### src/hdl/rca_pkg.sv
// rca_pkg: shared types and constants for the retry concurrency admission block
// event codes, register indexes, stream widths and the controller/datapath interface
// no dependencies
`timescale 1ns / 1ps

package rca_pkg;

  typedef enum logic [2:0] {
    ACT_TRY_STARTED      = 3'd0,
    ACT_TRY_SUCCEEDED    = 3'd1,
    ACT_SUCCESS_FINISHED = 3'd2,
    ACT_TRY_ABORTED      = 3'd3,
    ACT_RETRY_REQUEST    = 3'd4,
    ACT_STREAM_OPEN      = 3'd5
  } action_e;

  typedef enum logic [1:0] {
    CFG_BUDGET    = 2'd0,
    CFG_MIN_LIMIT = 2'd1,
    CFG_STATS_EN  = 2'd2
  } cfg_idx_e;

  localparam int unsigned CFG_IDX_W  = 2;
  localparam int unsigned CFG_DATA_W = 16;
  localparam int unsigned IN_DATA_W  = 24;
  localparam int unsigned IN_USER_W  = 3;
  localparam int unsigned OUT_DATA_W = 64;
  localparam int unsigned SID_W      = 6;
  localparam int unsigned ATT_W      = 5;
  localparam int unsigned CNT_W      = 16;
  localparam int unsigned STRY_W     = 8;
  localparam int unsigned BUD_W      = 14;
  localparam int unsigned PROD_W     = CNT_W + BUD_W;

  localparam logic [BUD_W-1:0]  BUDGET_MAX    = 14'd10000;
  localparam logic [BUD_W-1:0]  BUDGET_RESET  = 14'd2000;
  localparam logic [CNT_W-1:0]  MIN_LIM_RESET = 16'd3;
  // floor(x / 10000) = (x * ceil(2^44 / 10000)) >> 44, exact for x below 2^30
  localparam logic [30:0]       RECIP_M       = 31'd1759218605;
  localparam int unsigned       RECIP_SHIFT   = 44;
  localparam int unsigned       RECIP_PROD_W  = PROD_W + 31;

  typedef struct packed {
    logic accept_en;
    logic mul1;
    logic mul2;
    logic update;
    logic result;
  } cmd_t;

  typedef struct packed {
    logic in_fire;
    logic out_free;
  } status_t;

endpackage

### src/hdl/rca_ram.sv
// rca_ram: generic single write port, single read port ram with registered read
// no dependencies
`timescale 1ns / 1ps

module rca_ram #(
  parameter int unsigned WIDTH = 8,
  parameter int unsigned DEPTH = 64,
  localparam int unsigned AW = (DEPTH > 1) ? $clog2(DEPTH) : 1
) (
  input  logic             clk_i,
  input  logic             we_i,
  input  logic [AW-1:0]    waddr_i,
  input  logic [WIDTH-1:0] wdata_i,
  input  logic             re_i,
  input  logic [AW-1:0]    raddr_i,
  output logic [WIDTH-1:0] rdata_o
);

  logic [WIDTH-1:0] mem_q [DEPTH];
  logic [WIDTH-1:0] rdata_q;

  always_ff @(posedge clk_i) begin
    if (we_i) begin
      mem_q[waddr_i] <= wdata_i;
    end
    if (re_i) begin
      rdata_q <= mem_q[raddr_i];
    end
  end

  assign rdata_o = rdata_q;

endmodule

### src/hdl/rca_ctrl.sv
// rca_ctrl: sequencer for one request at a time through read, limit, update and result
// depends on rca_pkg
`timescale 1ns / 1ps

module rca_ctrl
  import rca_pkg::*;
(
  input  logic    clk_i,
  input  logic    rst_ni,
  input  status_t status_i,
  output cmd_t    cmd_o
);

  typedef enum logic [2:0] {
    S_IDLE,
    S_LIM_A1,
    S_LIM_A2,
    S_UPDATE,
    S_LIM_B1,
    S_LIM_B2,
    S_RESULT
  } state_e;

  state_e state_q;
  cmd_t   cmd_q;

  always_ff @(posedge clk_i or negedge rst_ni) begin
    if (!rst_ni) begin
      state_q <= S_IDLE;
      cmd_q   <= '{accept_en: 1'b1, default: 1'b0};
    end else begin
      case (state_q)
        S_IDLE: begin
          if (status_i.in_fire) begin
            state_q <= S_LIM_A1;
            cmd_q   <= '{mul1: 1'b1, default: 1'b0};
          end
        end
        S_LIM_A1: begin
          state_q <= S_LIM_A2;
          cmd_q   <= '{mul2: 1'b1, default: 1'b0};
        end
        S_LIM_A2: begin
          state_q <= S_UPDATE;
          cmd_q   <= '{update: 1'b1, default: 1'b0};
        end
        S_UPDATE: begin
          state_q <= S_LIM_B1;
          cmd_q   <= '{mul1: 1'b1, default: 1'b0};
        end
        S_LIM_B1: begin
          state_q <= S_LIM_B2;
          cmd_q   <= '{mul2: 1'b1, default: 1'b0};
        end
        S_LIM_B2: begin
          state_q <= S_RESULT;
          cmd_q   <= '{result: 1'b1, default: 1'b0};
        end
        S_RESULT: begin
          if (status_i.out_free) begin
            state_q <= S_IDLE;
            cmd_q   <= '{accept_en: 1'b1, default: 1'b0};
          end
        end
        default: begin
          state_q <= S_IDLE;
          cmd_q   <= '{accept_en: 1'b1, default: 1'b0};
        end
      endcase
    end
  end

  assign cmd_o = cmd_q;

endmodule

### src/hdl/rca_dp.sv
// rca_dp: counters, stream table, limit multiplier, event update and output register
// depends on rca_pkg and rca_ram
`timescale 1ns / 1ps

module rca_dp
  import rca_pkg::*;
#(
  parameter int unsigned STREAMS      = 64,
  parameter int unsigned MAX_ATTEMPTS = 32
) (
  input  logic                  clk_i,
  input  logic                  rst_ni,
  input  cmd_t                  cmd_i,
  output status_t               status_o,
  input  logic                  cfg_we_i,
  input  logic [CFG_IDX_W-1:0]  cfg_idx_i,
  input  logic [CFG_DATA_W-1:0] cfg_wdata_i,
  input  logic                  in_valid_i,
  input  logic [IN_DATA_W-1:0]  in_data_i,
  input  logic [IN_USER_W-1:0]  in_user_i,
  output logic                  out_valid_o,
  input  logic                  out_ready_i,
  output logic [OUT_DATA_W-1:0] out_data_o
);

  localparam int unsigned DEPTH = (STREAMS < 64) ? STREAMS : 64;
  localparam int unsigned AW    = (DEPTH > 1) ? $clog2(DEPTH) : 1;
  localparam int unsigned MW    = MAX_ATTEMPTS;
  localparam int unsigned EW    = MW + STRY_W;

  // configuration
  logic [BUD_W-1:0] budget_q;
  logic [CNT_W-1:0] min_lim_q;
  logic             stats_en_q;

  always_ff @(posedge clk_i or negedge rst_ni) begin
    if (!rst_ni) begin
      budget_q   <= BUDGET_RESET;
      min_lim_q  <= MIN_LIM_RESET;
      stats_en_q <= 1'b1;
    end else if (cfg_we_i) begin
      case (cfg_idx_i)
        CFG_BUDGET:    budget_q   <= cfg_wdata_i[BUD_W-1:0];
        CFG_MIN_LIMIT: min_lim_q  <= cfg_wdata_i;
        CFG_STATS_EN:  stats_en_q <= cfg_wdata_i[0];
        default: ;
      endcase
    end
  end

  // request capture
  logic             in_fire;
  logic [2:0]       act_q;
  logic [SID_W-1:0] sid_q;
  logic [ATT_W-1:0] att_q;
  logic [ATT_W-1:0] prev_q;
  logic [ATT_W-1:0] ratt_q;
  logic             abort_q;

  assign in_fire = in_valid_i && cmd_i.accept_en;

  always_ff @(posedge clk_i) begin
    if (in_fire) begin
      act_q   <= in_user_i;
      sid_q   <= in_data_i[5:0];
      att_q   <= in_data_i[10:6];
      prev_q  <= in_data_i[15:11];
      ratt_q  <= in_data_i[20:16];
      abort_q <= in_data_i[21];
    end
  end

  // stream table
  logic          sid_ok;
  logic [AW-1:0] addr;
  logic [EW-1:0] rdata;
  logic [EW-1:0] wdata;
  logic          tbl_we;
  logic [DEPTH-1:0] vld_q;
  logic          entry_ok;

  assign sid_ok   = (32'(sid_q) < STREAMS);
  assign addr     = sid_q[AW-1:0];
  assign tbl_we   = cmd_i.update && sid_ok;
  assign entry_ok = sid_ok && vld_q[addr];

  rca_ram #(
    .WIDTH (EW),
    .DEPTH (DEPTH)
  ) u_tbl (
    .clk_i   (clk_i),
    .we_i    (tbl_we),
    .waddr_i (addr),
    .wdata_i (wdata),
    .re_i    (in_fire),
    .raddr_i (in_data_i[AW-1:0]),
    .rdata_o (rdata)
  );

  always_ff @(posedge clk_i or negedge rst_ni) begin
    if (!rst_ni) begin
      vld_q <= '0;
    end else if (tbl_we) begin
      vld_q[addr] <= 1'b1;
    end
  end

  // limit unit
  logic [CNT_W-1:0]  gt_q;
  logic [CNT_W-1:0]  gr_q;
  logic [BUD_W-1:0]  bud;
  logic [PROD_W-1:0] prod_q;
  logic [CNT_W-1:0]  quot_q;
  logic [CNT_W-1:0]  lim;

  assign bud = (budget_q > BUDGET_MAX) ? BUDGET_MAX : budget_q;
  assign lim = (quot_q < min_lim_q) ? min_lim_q : quot_q;

  always_ff @(posedge clk_i) begin
    if (cmd_i.mul1) begin
      prod_q <= PROD_W'({14'd0, gt_q} * {16'd0, bud});
    end
    if (cmd_i.mul2) begin
      quot_q <= CNT_W'((RECIP_PROD_W'(prod_q) * RECIP_PROD_W'(RECIP_M)) >> RECIP_SHIFT);
    end
  end

  // event update
  logic [MW-1:0]     mask_rd, mask_n, abit, pbit, rbit;
  logic [STRY_W-1:0] st_rd, st_n;
  logic [CNT_W-1:0]  gt_n, gr_n;
  logic              hit_a, hit_p, diff, ok, sat, refresh, admit;

  assign mask_rd = entry_ok ? rdata[EW-1:STRY_W] : '0;
  assign st_rd   = entry_ok ? rdata[STRY_W-1:0] : '0;
  assign wdata   = {mask_n, st_n};

  always_comb begin
    for (int i = 0; i < MW; i++) begin
      abit[i] = (32'(att_q) == i);
      pbit[i] = (32'(prev_q) == i);
      rbit[i] = (32'(ratt_q) == i);
    end
  end

  assign hit_a = |(mask_rd & abit);
  assign hit_p = |(mask_rd & pbit);
  assign diff  = !(abort_q && hit_p);
  assign ok    = (({1'b0, gr_q} + 17'(diff)) <= {1'b0, lim});

  always_comb begin
    mask_n  = mask_rd;
    st_n    = st_rd;
    gt_n    = gt_q;
    gr_n    = gr_q;
    sat     = 1'b0;
    refresh = 1'b0;
    admit   = 1'b0;
    case (act_q)
      ACT_TRY_STARTED: begin
        if (!hit_a) begin
          if (gt_q == '1) sat = 1'b1; else gt_n = gt_q + 1'b1;
          if (st_rd == '1) sat = 1'b1; else st_n = st_rd + 1'b1;
          refresh = 1'b1;
        end
      end
      ACT_TRY_SUCCEEDED: begin
        if (hit_a) begin
          mask_n = mask_rd & ~abit;
          if (gr_q == '0) sat = 1'b1; else gr_n = gr_q - 1'b1;
          refresh = 1'b1;
        end
      end
      ACT_SUCCESS_FINISHED: begin
        if (gt_q == '0) sat = 1'b1; else gt_n = gt_q - 1'b1;
        if (st_rd == '0) sat = 1'b1; else st_n = st_rd - 1'b1;
        refresh = 1'b1;
      end
      ACT_TRY_ABORTED: begin
        if (hit_a) begin
          mask_n = mask_rd & ~abit;
          if (gr_q == '0) sat = 1'b1; else gr_n = gr_q - 1'b1;
        end
        if (gt_q == '0) sat = 1'b1; else gt_n = gt_q - 1'b1;
        if (st_rd == '0) sat = 1'b1; else st_n = st_rd - 1'b1;
        refresh = 1'b1;
      end
      ACT_RETRY_REQUEST: begin
        if (ok) begin
          admit = 1'b1;
          if (diff) begin
            if (gr_q == '1) sat = 1'b1; else gr_n = gr_q + 1'b1;
          end
          if (abort_q) begin
            mask_n = mask_rd & ~pbit;
          end else begin
            if (gt_q == '1) sat = 1'b1; else gt_n = gt_q + 1'b1;
            if (st_rd == '1) sat = 1'b1; else st_n = st_rd + 1'b1;
          end
          mask_n  = mask_n | rbit;
          refresh = 1'b1;
        end
      end
      ACT_STREAM_OPEN: begin
        mask_n = '0;
        st_n   = '0;
      end
      default: ;
    endcase
  end

  logic              admit_q, upd_q, sat_q;
  logic [STRY_W-1:0] st_q;

  always_ff @(posedge clk_i or negedge rst_ni) begin
    if (!rst_ni) begin
      gt_q <= '0;
      gr_q <= '0;
    end else if (cmd_i.update) begin
      gt_q <= gt_n;
      gr_q <= gr_n;
    end
  end

  always_ff @(posedge clk_i) begin
    if (cmd_i.update) begin
      admit_q <= admit;
      upd_q   <= refresh && stats_en_q;
      sat_q   <= sat;
      st_q    <= st_n;
    end
  end

  // result register
  logic [CNT_W-1:0]      rem;
  logic                  out_free, load;
  logic                  out_valid_q;
  logic [OUT_DATA_W-1:0] out_data_q;

  assign rem      = (gr_q > lim) ? '0 : lim - gr_q;
  assign out_free = !out_valid_q || out_ready_i;
  assign load     = cmd_i.result && out_free;

  always_ff @(posedge clk_i or negedge rst_ni) begin
    if (!rst_ni) begin
      out_valid_q <= 1'b0;
    end else if (load) begin
      out_valid_q <= 1'b1;
    end else if (out_ready_i) begin
      out_valid_q <= 1'b0;
    end
  end

  always_ff @(posedge clk_i) begin
    if (load) begin
      out_data_q <= {4'd0, sat_q, st_q, gr_q, gt_q, (rem == '0), rem, upd_q, admit_q};
    end
  end

  assign out_valid_o       = out_valid_q;
  assign out_data_o        = out_data_q;
  assign status_o.in_fire  = in_fire;
  assign status_o.out_free = out_free;

endmodule

### src/hdl/retry_concurrency_admission.sv
// retry_concurrency_admission: top level of the retry admission block
// depends on rca_pkg, rca_ctrl and rca_dp (which holds rca_ram)
//
// channel        dir  handshake                      payload
// s_axis         in   s_axis_tvalid / s_axis_tready  tdata 24b, tuser 3b
// m_axis         out  m_axis_tvalid / m_axis_tready  tdata 64b
// cfg            in   cfg_we_i (no wait)             cfg_idx_i 2b, cfg_wdata_i 16b
//
// requests are taken one at a time, each going through the table read, then two passes through the
// two-stage limit multiplier (before and after the counter update) and a result cycle
// the result sits in an output register; a stalled sink holds only the result cycle
// reset clears counters and the per-stream valid bits at once, no clearing pass
`timescale 1ns / 1ps

module retry_concurrency_admission
  import rca_pkg::*;
#(
  parameter int unsigned STREAMS      = 64,
  parameter int unsigned MAX_ATTEMPTS = 32
) (
  input  logic                  clk_i,
  input  logic                  rst_ni,
  input  logic                  cfg_we_i,
  input  logic [CFG_IDX_W-1:0]  cfg_idx_i,
  input  logic [CFG_DATA_W-1:0] cfg_wdata_i,
  input  logic                  s_axis_tvalid,
  output logic                  s_axis_tready,
  // stream_id, attempt, prev_attempt, retry_attempt, abort_previous, zero fill
  input  logic [IN_DATA_W-1:0]  s_axis_tdata,
  // action
  input  logic [IN_USER_W-1:0]  s_axis_tuser,
  output logic                  m_axis_tvalid,
  input  logic                  m_axis_tready,
  // admitted, stats_updated, remaining_retries, retry_open, total_tries,
  // total_retries, stream_tries, count_error, zero fill
  output logic [OUT_DATA_W-1:0] m_axis_tdata
);

  cmd_t    cmd;
  status_t status;

  rca_ctrl u_ctrl (
    .clk_i    (clk_i),
    .rst_ni   (rst_ni),
    .status_i (status),
    .cmd_o    (cmd)
  );

  rca_dp #(
    .STREAMS      (STREAMS),
    .MAX_ATTEMPTS (MAX_ATTEMPTS)
  ) u_dp (
    .clk_i       (clk_i),
    .rst_ni      (rst_ni),
    .cmd_i       (cmd),
    .status_o    (status),
    .cfg_we_i    (cfg_we_i),
    .cfg_idx_i   (cfg_idx_i),
    .cfg_wdata_i (cfg_wdata_i),
    .in_valid_i  (s_axis_tvalid),
    .in_data_i   (s_axis_tdata),
    .in_user_i   (s_axis_tuser),
    .out_valid_o (m_axis_tvalid),
    .out_ready_i (m_axis_tready),
    .out_data_o  (m_axis_tdata)
  );

  assign s_axis_tready = cmd.accept_en;

  a_one_cmd: assert property (@(posedge clk_i) disable iff (!rst_ni)
    $onehot(cmd))
    else $error("controller commands not one-hot");

  a_no_back_to_back: assert property (@(posedge clk_i) disable iff (!rst_ni)
    (s_axis_tvalid && s_axis_tready) |=> !s_axis_tready)
    else $error("request taken while previous one in flight");

  a_open_flag: assert property (@(posedge clk_i) disable iff (!rst_ni)
    m_axis_tvalid |-> (m_axis_tdata[18] == (m_axis_tdata[17:2] == 16'd0)))
    else $error("retry_open disagrees with remaining_retries");

  a_result_free: assert property (@(posedge clk_i) disable iff (!rst_ni)
    (cmd.result && status.out_free) |=> m_axis_tvalid)
    else $error("result not presented after load");

endmodule
### config.mk
export PLATFORM = sky130hd
export DESIGN_NAME = retry_concurrency_admission
export DESIGN_NICKNAME = d
export VERILOG_FILES = /design/src/hdl/rca_pkg.sv /design/src/hdl/rca_ram.sv /design/src/hdl/rca_ctrl.sv /design/src/hdl/rca_dp.sv /design/src/hdl/retry_concurrency_admission.sv
export SDC_FILE = /design/constraint.sdc
export NUM_CORES = 2
export LEC_CHECK = 0
export BUFFER_PORTS_ARGS = -buffer_cell sky130_fd_sc_hd__buf_2
export CELL_PAD_IN_SITES_DETAIL_PLACEMENT = 0
export CELL_PAD_IN_SITES_GLOBAL_PLACEMENT = 1
export CORE_AREA = 2 2 499 501
export DETAILED_ROUTE_END_ITERATION = 6
export DIE_AREA = 0 0 501 503
export PLACE_DENSITY_LB_ADDON = 0.1
export SLEW_MARGIN = 20
export SYNTH_ARGS = -nofsm -noshare
export SYNTH_HDL_FRONTEND = slang
export SYNTH_SLANG_ARGS = --single-unit
### constraint.sdc
create_clock -name clk_i -period 9.1 [get_ports clk_i]
set_input_delay 0.91 -clock clk_i [delete_from_list [all_inputs] [get_ports clk_i]]
set_output_delay 0.91 -clock clk_i [all_outputs]
set_load 0.01 [all_outputs]
After elaboration in Yosys (flattened, before gate mapping)

Memories as Yosys holds them, arrays and structs flattened. A register that Yosys moved wholly into a read port is not among the register bits.
Cells that the tools add are included.

Logic and storage cells: 265
Memories kept: 1
Register bits after elaboration: 278
Bits in writable memories: 2560
Output and inout port bits: 66
Bits of input ports: 50

Memory list:

| memory           | words | width | rd ports | clocked after Yosys merged registers in | wr ports | RTL line      | source |
|---|---|---|---|---|---|---|---|
| u_dp.u_tbl.mem_q | 64    | 40    | 1        | 1                                       | 1        | rca_ram.sv:19 | `logic [WIDTH-1:0] mem_q [DEPTH];` |

Reduce and logical (&&, ||, !) cells: 32
Add/subtract/negate cells: 8
Multipliers: 2
Order comparisons: 6
Bitwise logic cells: 8
Muxes and demuxes: 63
Equal/unequal tests: 119

Operator list:

| kind                     | number |
|---|---|
| $eq A5 B5 Y1 const B     | 48 |
| $mux W16                 | 12 |
| $mux W32                 | 6 |
| $and A32 B32 Y32         | 4 |
| $eq A5 B4 Y1 const B     | 24 |
| $pmux W32 S3             | 1 |
| $not A32 Y32             | 2 |
| $or A64 B64 Y64          | 1 |
| $reduce_or A32 Y1        | 2 |
| $eq A5 B3 Y1 const B     | 12 |
| $mul A30 B31 Y60 const B | 1 |
| $logic_not A16 Y1        | 3 |
| $mux W8                  | 6 |
| $pmux W16 S3             | 1 |
| $add A16 B1 Y16 const B  | 2 |
| $eq A16 B16 Y1 const B   | 2 |
| $or A32 B32 Y32          | 1 |
| $pmux W16 S2             | 1 |
| $pmux W8 S4              | 1 |
| $sub A16 B1 Y16 const B  | 2 |
| $eq A5 B2 Y1 const B     | 6 |
| $mul A16 B14 Y30         | 1 |
| $pmux W5 S6              | 1 |
| $mux W1                  | 24 |
| other kinds (40)         | 74 |

Depth between registers and ports, before layout

Depth after elaboration: 14
Mapped depth: 30
Depth with buffers taken out: 27

By module

From an unflattened synthesis, not the netlist that was laid out.

Cell total of the unflattened synthesis: 8178
Area, all modules: 137998.6 µm²

By module, submodules not included:

| module   | sequential area each (µm²) | cells an instance | area each (µm²) | times used |
|---|---|---|---|---|
| rca_ram  | 78074.9                    | 4195              | 98253.0         | 1 |
| rca_dp   | 7478.4                     | 3939              | 39320.2         | 1 |
| rca_ctrl | 201.4                      | 44                | 425.4           | 1 |

Worst setup path after synthesis

OpenSTA, ideal clock, no wires.

Path type: flip-flop to flip-flop
Start: register u_dp.sid_q[1], in the netlist u_dp.addr[1]
End: register u_dp.st_q[5] (data pin)
Required time: 8371 ps
Clock period less this slack: 8324 ps
Library setup time: 729 ps
Buffers on the path: 4
Slack: 776 ps
Arrival time: 7595 ps
Cell stages (with the launch flop): 29
Cell sequence: edfxtp_1 > buf_6 > mux2_1 > a221o_1 > a22oi_1 > o22ai_1 > and4b_1 > buf_6 > nor3_2 > inv_1 > ha_1 > ha_1 > nand2_1 > nor2_1 > and4_1 > nand4_1 > xnor2_1 > ha_1 > a21o_1 > a21oi_1 > o2111ai_1 > o21ai_0 > nand2_1 > clkbuf_1 > nor2_1 > a22o_1 > buf_2 > a41oi_1 > a211oi_1

Cells in the longest elaborated chain, start to end: 11
Elaborated cells between the ends (all ways): 22
Classes of those cells: add/sub (3); order compare (1); eq/ne (1); mux (10); bitwise (2); reduce/logical (5)

RTL lines:

| element                         | RTL line      | source |
|---|---|---|
| from (decl)                     | rca_dp.sv:54  | `logic [SID_W-1:0] sid_q;` |
| from (signal assigned)          | rca_dp.sv:65  | `sid_q <= in_data_i[5:0];` |
| $bmux W1 S6 *                   | rca_dp.sv:85  | `assign entry_ok = sid_ok && vld_q[addr];` |
| $mux W1 (implied by the code) * | rca_dp.sv:85  |  |
| $mux W32                        | rca_dp.sv:134 | `assign mask_rd = entry_ok ? rdata[EW-1:STRY_W] : '0;` |
| $and A32 B32 Y32                | rca_dp.sv:147 | `assign hit_p = \|(mask_rd & pbit);` |
| $reduce_or A32 Y1               | rca_dp.sv:147 |  |
| $logic_and A1 B1 Y1             | rca_dp.sv:148 | `assign diff = !(abort_q && hit_p);` |
| $logic_not A1 Y1                | rca_dp.sv:148 |  |
| $add A16 B1 Y17                 | rca_dp.sv:149 | `assign ok = (({1'b0, gr_q} + 17'(diff)) <= {1'b0, lim});` |
| $le A17 B16 Y1                  | rca_dp.sv:149 |  |
| $mux W8                         | rca_dp.sv:189 | `if (ok) begin` |
| $pmux W8 S4 *                   | rca_dp.sv:159 | `case (act_q)` |
| named net u_dp.st_n[5]          | rca_dp.sv:130 | `logic [STRY_W-1:0] st_rd, st_n;` |
| to (signal assigned)            | rca_dp.sv:230 | `st_q <= st_n;` |
| to (decl)                       | rca_dp.sv:213 | `logic [STRY_W-1:0] st_q;` |

The timed path passes the listed nets; every way through them passes the cells marked *. The select of a mux whose other input is x is not followed.
A chain may end at the register's enable or synchronous reset.

Worst setup path after layout

Start: register u_dp.prod_q[13]
End: register u_dp.quot_q[14] (data pin)

Cells in the longest elaborated chain, start to end: 1

RTL lines:

| element                | RTL line      | source |
|---|---|---|
| from (decl)            | rca_dp.sv:112 | `logic [PROD_W-1:0] prod_q;` |
| from (signal assigned) | rca_dp.sv:121 | `prod_q <= PROD_W'({14'd0, gt_q} * {16'd0, bud});` |
| $mul A30 B31 Y60       | rca_dp.sv:124 | `quot_q <= CNT_W'((RECIP_PROD_W'(prod_q) * RECIP_PROD_W'(RECIP_M)) >> RECIP_SHIFT);` |
| to (signal assigned)   | rca_dp.sv:124 |  |
| to (decl)              | rca_dp.sv:113 | `logic [CNT_W-1:0] quot_q;` |

No other way between the ends.

==> impl_metrics.json <==
{
  "status": "finished with violations",
  "violations": "DRC",
  "worstHoldPathType": "input port to asynchronous set/reset pin",
  "htreeDepth": 5,
  "worstSkewPairLatency_ps": 970,
  "clkTransAtPathRegs_ps": 60,
  "yosysSeqAreaShare": 0.625,
  "drt_iter0_markers": 8836,
  "yosysMostFrequentCell": "edfxtp_1",
  "setup_viol": 0,
  "grt_pass1_vias": 74000,
  "yosysTopAreaCell": "edfxtp_1",
  "ys_warn_count": 0,
  "hold_violations": 0,
  "skew_ps": 104,
  "endpoint_kind": "register",
  "synth.distinct_cells": 85,
  "drt_first_pass_iters": 7,
  "period_minus_slack_ps": 8260,
  "crit_buf_inv": 6,
  "finalInstanceArea_sq_mm": 0.153,
  "r2r_slack_ps": 840,
  "crit_chain": "ha_1 > inv_1 > fa_1 > fa_1 > fa_1 > inv_1 > fa_1 > fa_1 > fa_1 > inv_1 > fa_1 > inv_1 > ha_1 > and4_1 > a2111oi_0 > o21ai_0 > o31ai_1 > buf_4 > a21oi_1 > o41ai_1 > buf_4 > o21bai_1 > xor2_1",
  "nFillCells": 17600,
  "worstPathArrival_ps": 8900,
  "worstReg2RegStart": "u_dp.prod_q[13]",
  "grt.total_usage": 0.309,
  "post_cts_buffers": 0,
  "synthFlopType": "edfxtp_1",
  "cts.sinks": 2878,
  "nets": 9056,
  "fin_setup_tns_ps": 0,
  "area_growth_pct": 11.3,
  "synthTopCellsByArea": "edfxtp_1 60%, mux4_2 14%, fa_1 8.4%",
  "port_buffers": 109,
  "grt_max_degree": 141,
  "synth_top_area_frac": 0.600,
  "fp.dieH_um": 503,
  "syn_area_sq_mm": 0.137,
  "r2r_cells": 23,
  "top_level_ports": 116,
  "cap_viol_max_count": 0,
  "crit_top_cell": "fa_1",
  "worst_slew_pin_slew_ps": 1290,
  "wirelength_mm": 385,
  "relSlewSlack": 0.132,
  "maxSlewViolCount": 0,
  "holdWs_ps": 32.1,
  "critPathTopFamily": "adder cells",
  "gp_congestion": 0.935,
  "setup_ws_ps": 835,
  "dpl_cell_area_sq_mm": 0.143,
  "post-dp-hpwl_mm": 232,
  "cts_hold_buf": 0,
  "fmax_mhz": 121,
  "cts_resized": 0,
  "avgSynthCellArea_sq_um": 18.0,
  "synth_cells": 7610,
  "cts_buffer_depth": 4,
  "ant_nets": 0,
  "root_buffer": "clkbuf_16",
  "die_w_um": 501,
  "antenna_found_initial": 18,
  "cp_slowest_cell": "edfxtp_1",
  "cts_buffers": 309,
  "rr_endpoint": "u_dp.quot_q[14]",
  "synthTopCellsByCount": "2,742 x edfxtp_1, 840 x mux4_2, 819 x inv_1",
  "drc_errors": 2,
  "start_util": 0.555,
  "via_per_inst": 6.45,
  "ys_seq_elements": 2878,
  "core_sq_mm": 0.247,
  "tritoncts": "built",
  "drive_gt1_frac": 0.224,
  "placementRows": 183,
  "slowest_delay_ps": 770,
  "globalRouteOverflowTotal": 0,
  "grt_pass1_wl_mm": 546,
  "cp_max_fo": 10,
  "rsz0062_at_grt": "false",
  "postSynth.asyncResetShare": 0.0473,
  "period_share": 0.908,
  "path_class": "register to register",
  "synth-edff-count": 2742,
  "num_vias": 73400,
  "dp_slack_ps": 790,
  "drt-wirelength-per-cell_um": 33.8,
  "die-area_sq_mm": 0.252,
  "required_ps": 9740,
  "startpoint_type": "register"
}
==> how the worst max path moves through the flow <==
stage / depth (start not counted) / slack [ps] / to / from
after detailed placement: 24 / 790 / u_dp.quot_q[4] / u_dp.prod_q[15]
after global routing: 25 / 400 / u_dp.quot_q[14] / u_dp.prod_q[13]
after global placement: 25 / 850 / u_dp.quot_q[14] / u_dp.prod_q[15]
after floorplan: 28 / 780 / u_dp.st_q[5] / u_dp.addr[1]
final: 23 / 840 / u_dp.quot_q[14] / u_dp.prod_q[13]
after CTS: 24 / 750 / u_dp.quot_q[4] / u_dp.prod_q[15]
==> flip-flops by register name, summed over array words and instances (netlist names), 6 cells and up <==
name	count
u_dp.u_tbl.rdata_o	40
u_dp.prod_q	30
u_dp.u_tbl.mem_q	2560
u_dp.gt_q	16
u_dp.vld_q	64
u_dp.st_q	8
u_dp.budget_q	14
u_dp.addr	6
u_dp.out_data_o	60
u_dp.min_lim_q	16
u_dp.quot_q	16
u_dp.gr_q	16
==> area by class of cell <==
cell class | count | area [sq um] | area share
antenna | 9 | 22.5 | 0.000147
clock buffer | 378 | 8070 | 0.0529
clock inverter | 143 | 1250 | 0.00817
inverter | 822 | 3090 | 0.0202
multi-input combinational | 3597 | 48100 | 0.315
sequential | 2878 | 85800 | 0.561
tap | 3237 | 4050 | 0.0265
timing repair buffer | 316 | 2350 | 0.0154
==> kinds of logic (layout without fill, tap and decap cells) <==
kind of cell / after synthesis / count (layout) / share of synthesized area
buffers and inverters: 1138 / 1659 / 0.0316
multiplexers: 916 / 916 / 0.144
XOR/XNOR: 103 / 103 / 0.00663
AO/OA/AOI/OAI: 583 / 583 / 0.0288
other: 1 / 13 / 0.0000273
flip-flops: 2878 / 2878 / 0.625
AND/OR/NAND/NOR: 909 / 909 / 0.0339
adder cells (fa/ha/maj): 1082 / 1082 / 0.130
==> routing by layer <==
metal,up-vias,track usage,wire [um]
li1,30000,-,-
met1,39300,0.428,150000
met2,3406,0.497,187000
met3,673,0.0542,31800
met4,6,0.116,16000
met5,-,0.00609,230
==> placed cells by master, fill, tap and decap left out, types with 68 or more instances in the layout <==
cell type  count
nand2_1      220
edfxtp_1    2742
inv_1        818
and2_1        78
nor2_1        97
or2_2         73
fa_1         577
ha_1         505
buf_4        194
and3_1        77
nand3_1       85
a21oi_1      123
dfrtp_1      125
buf_2        102
clkbuf_16    310
mux4_2       840
o21ai_0       68
==> per-stage QoR <==
step,utilization,cells
after global placement,0.580,10800
final,0.618,11400
after global routing,0.618,11400
after floorplan,-,7613
after detailed placement,0.580,10900
after CTS,0.618,11400
Power is not shown: default switching activity piles up to over one toggle a cycle in this logic, so the estimate is an artifact.
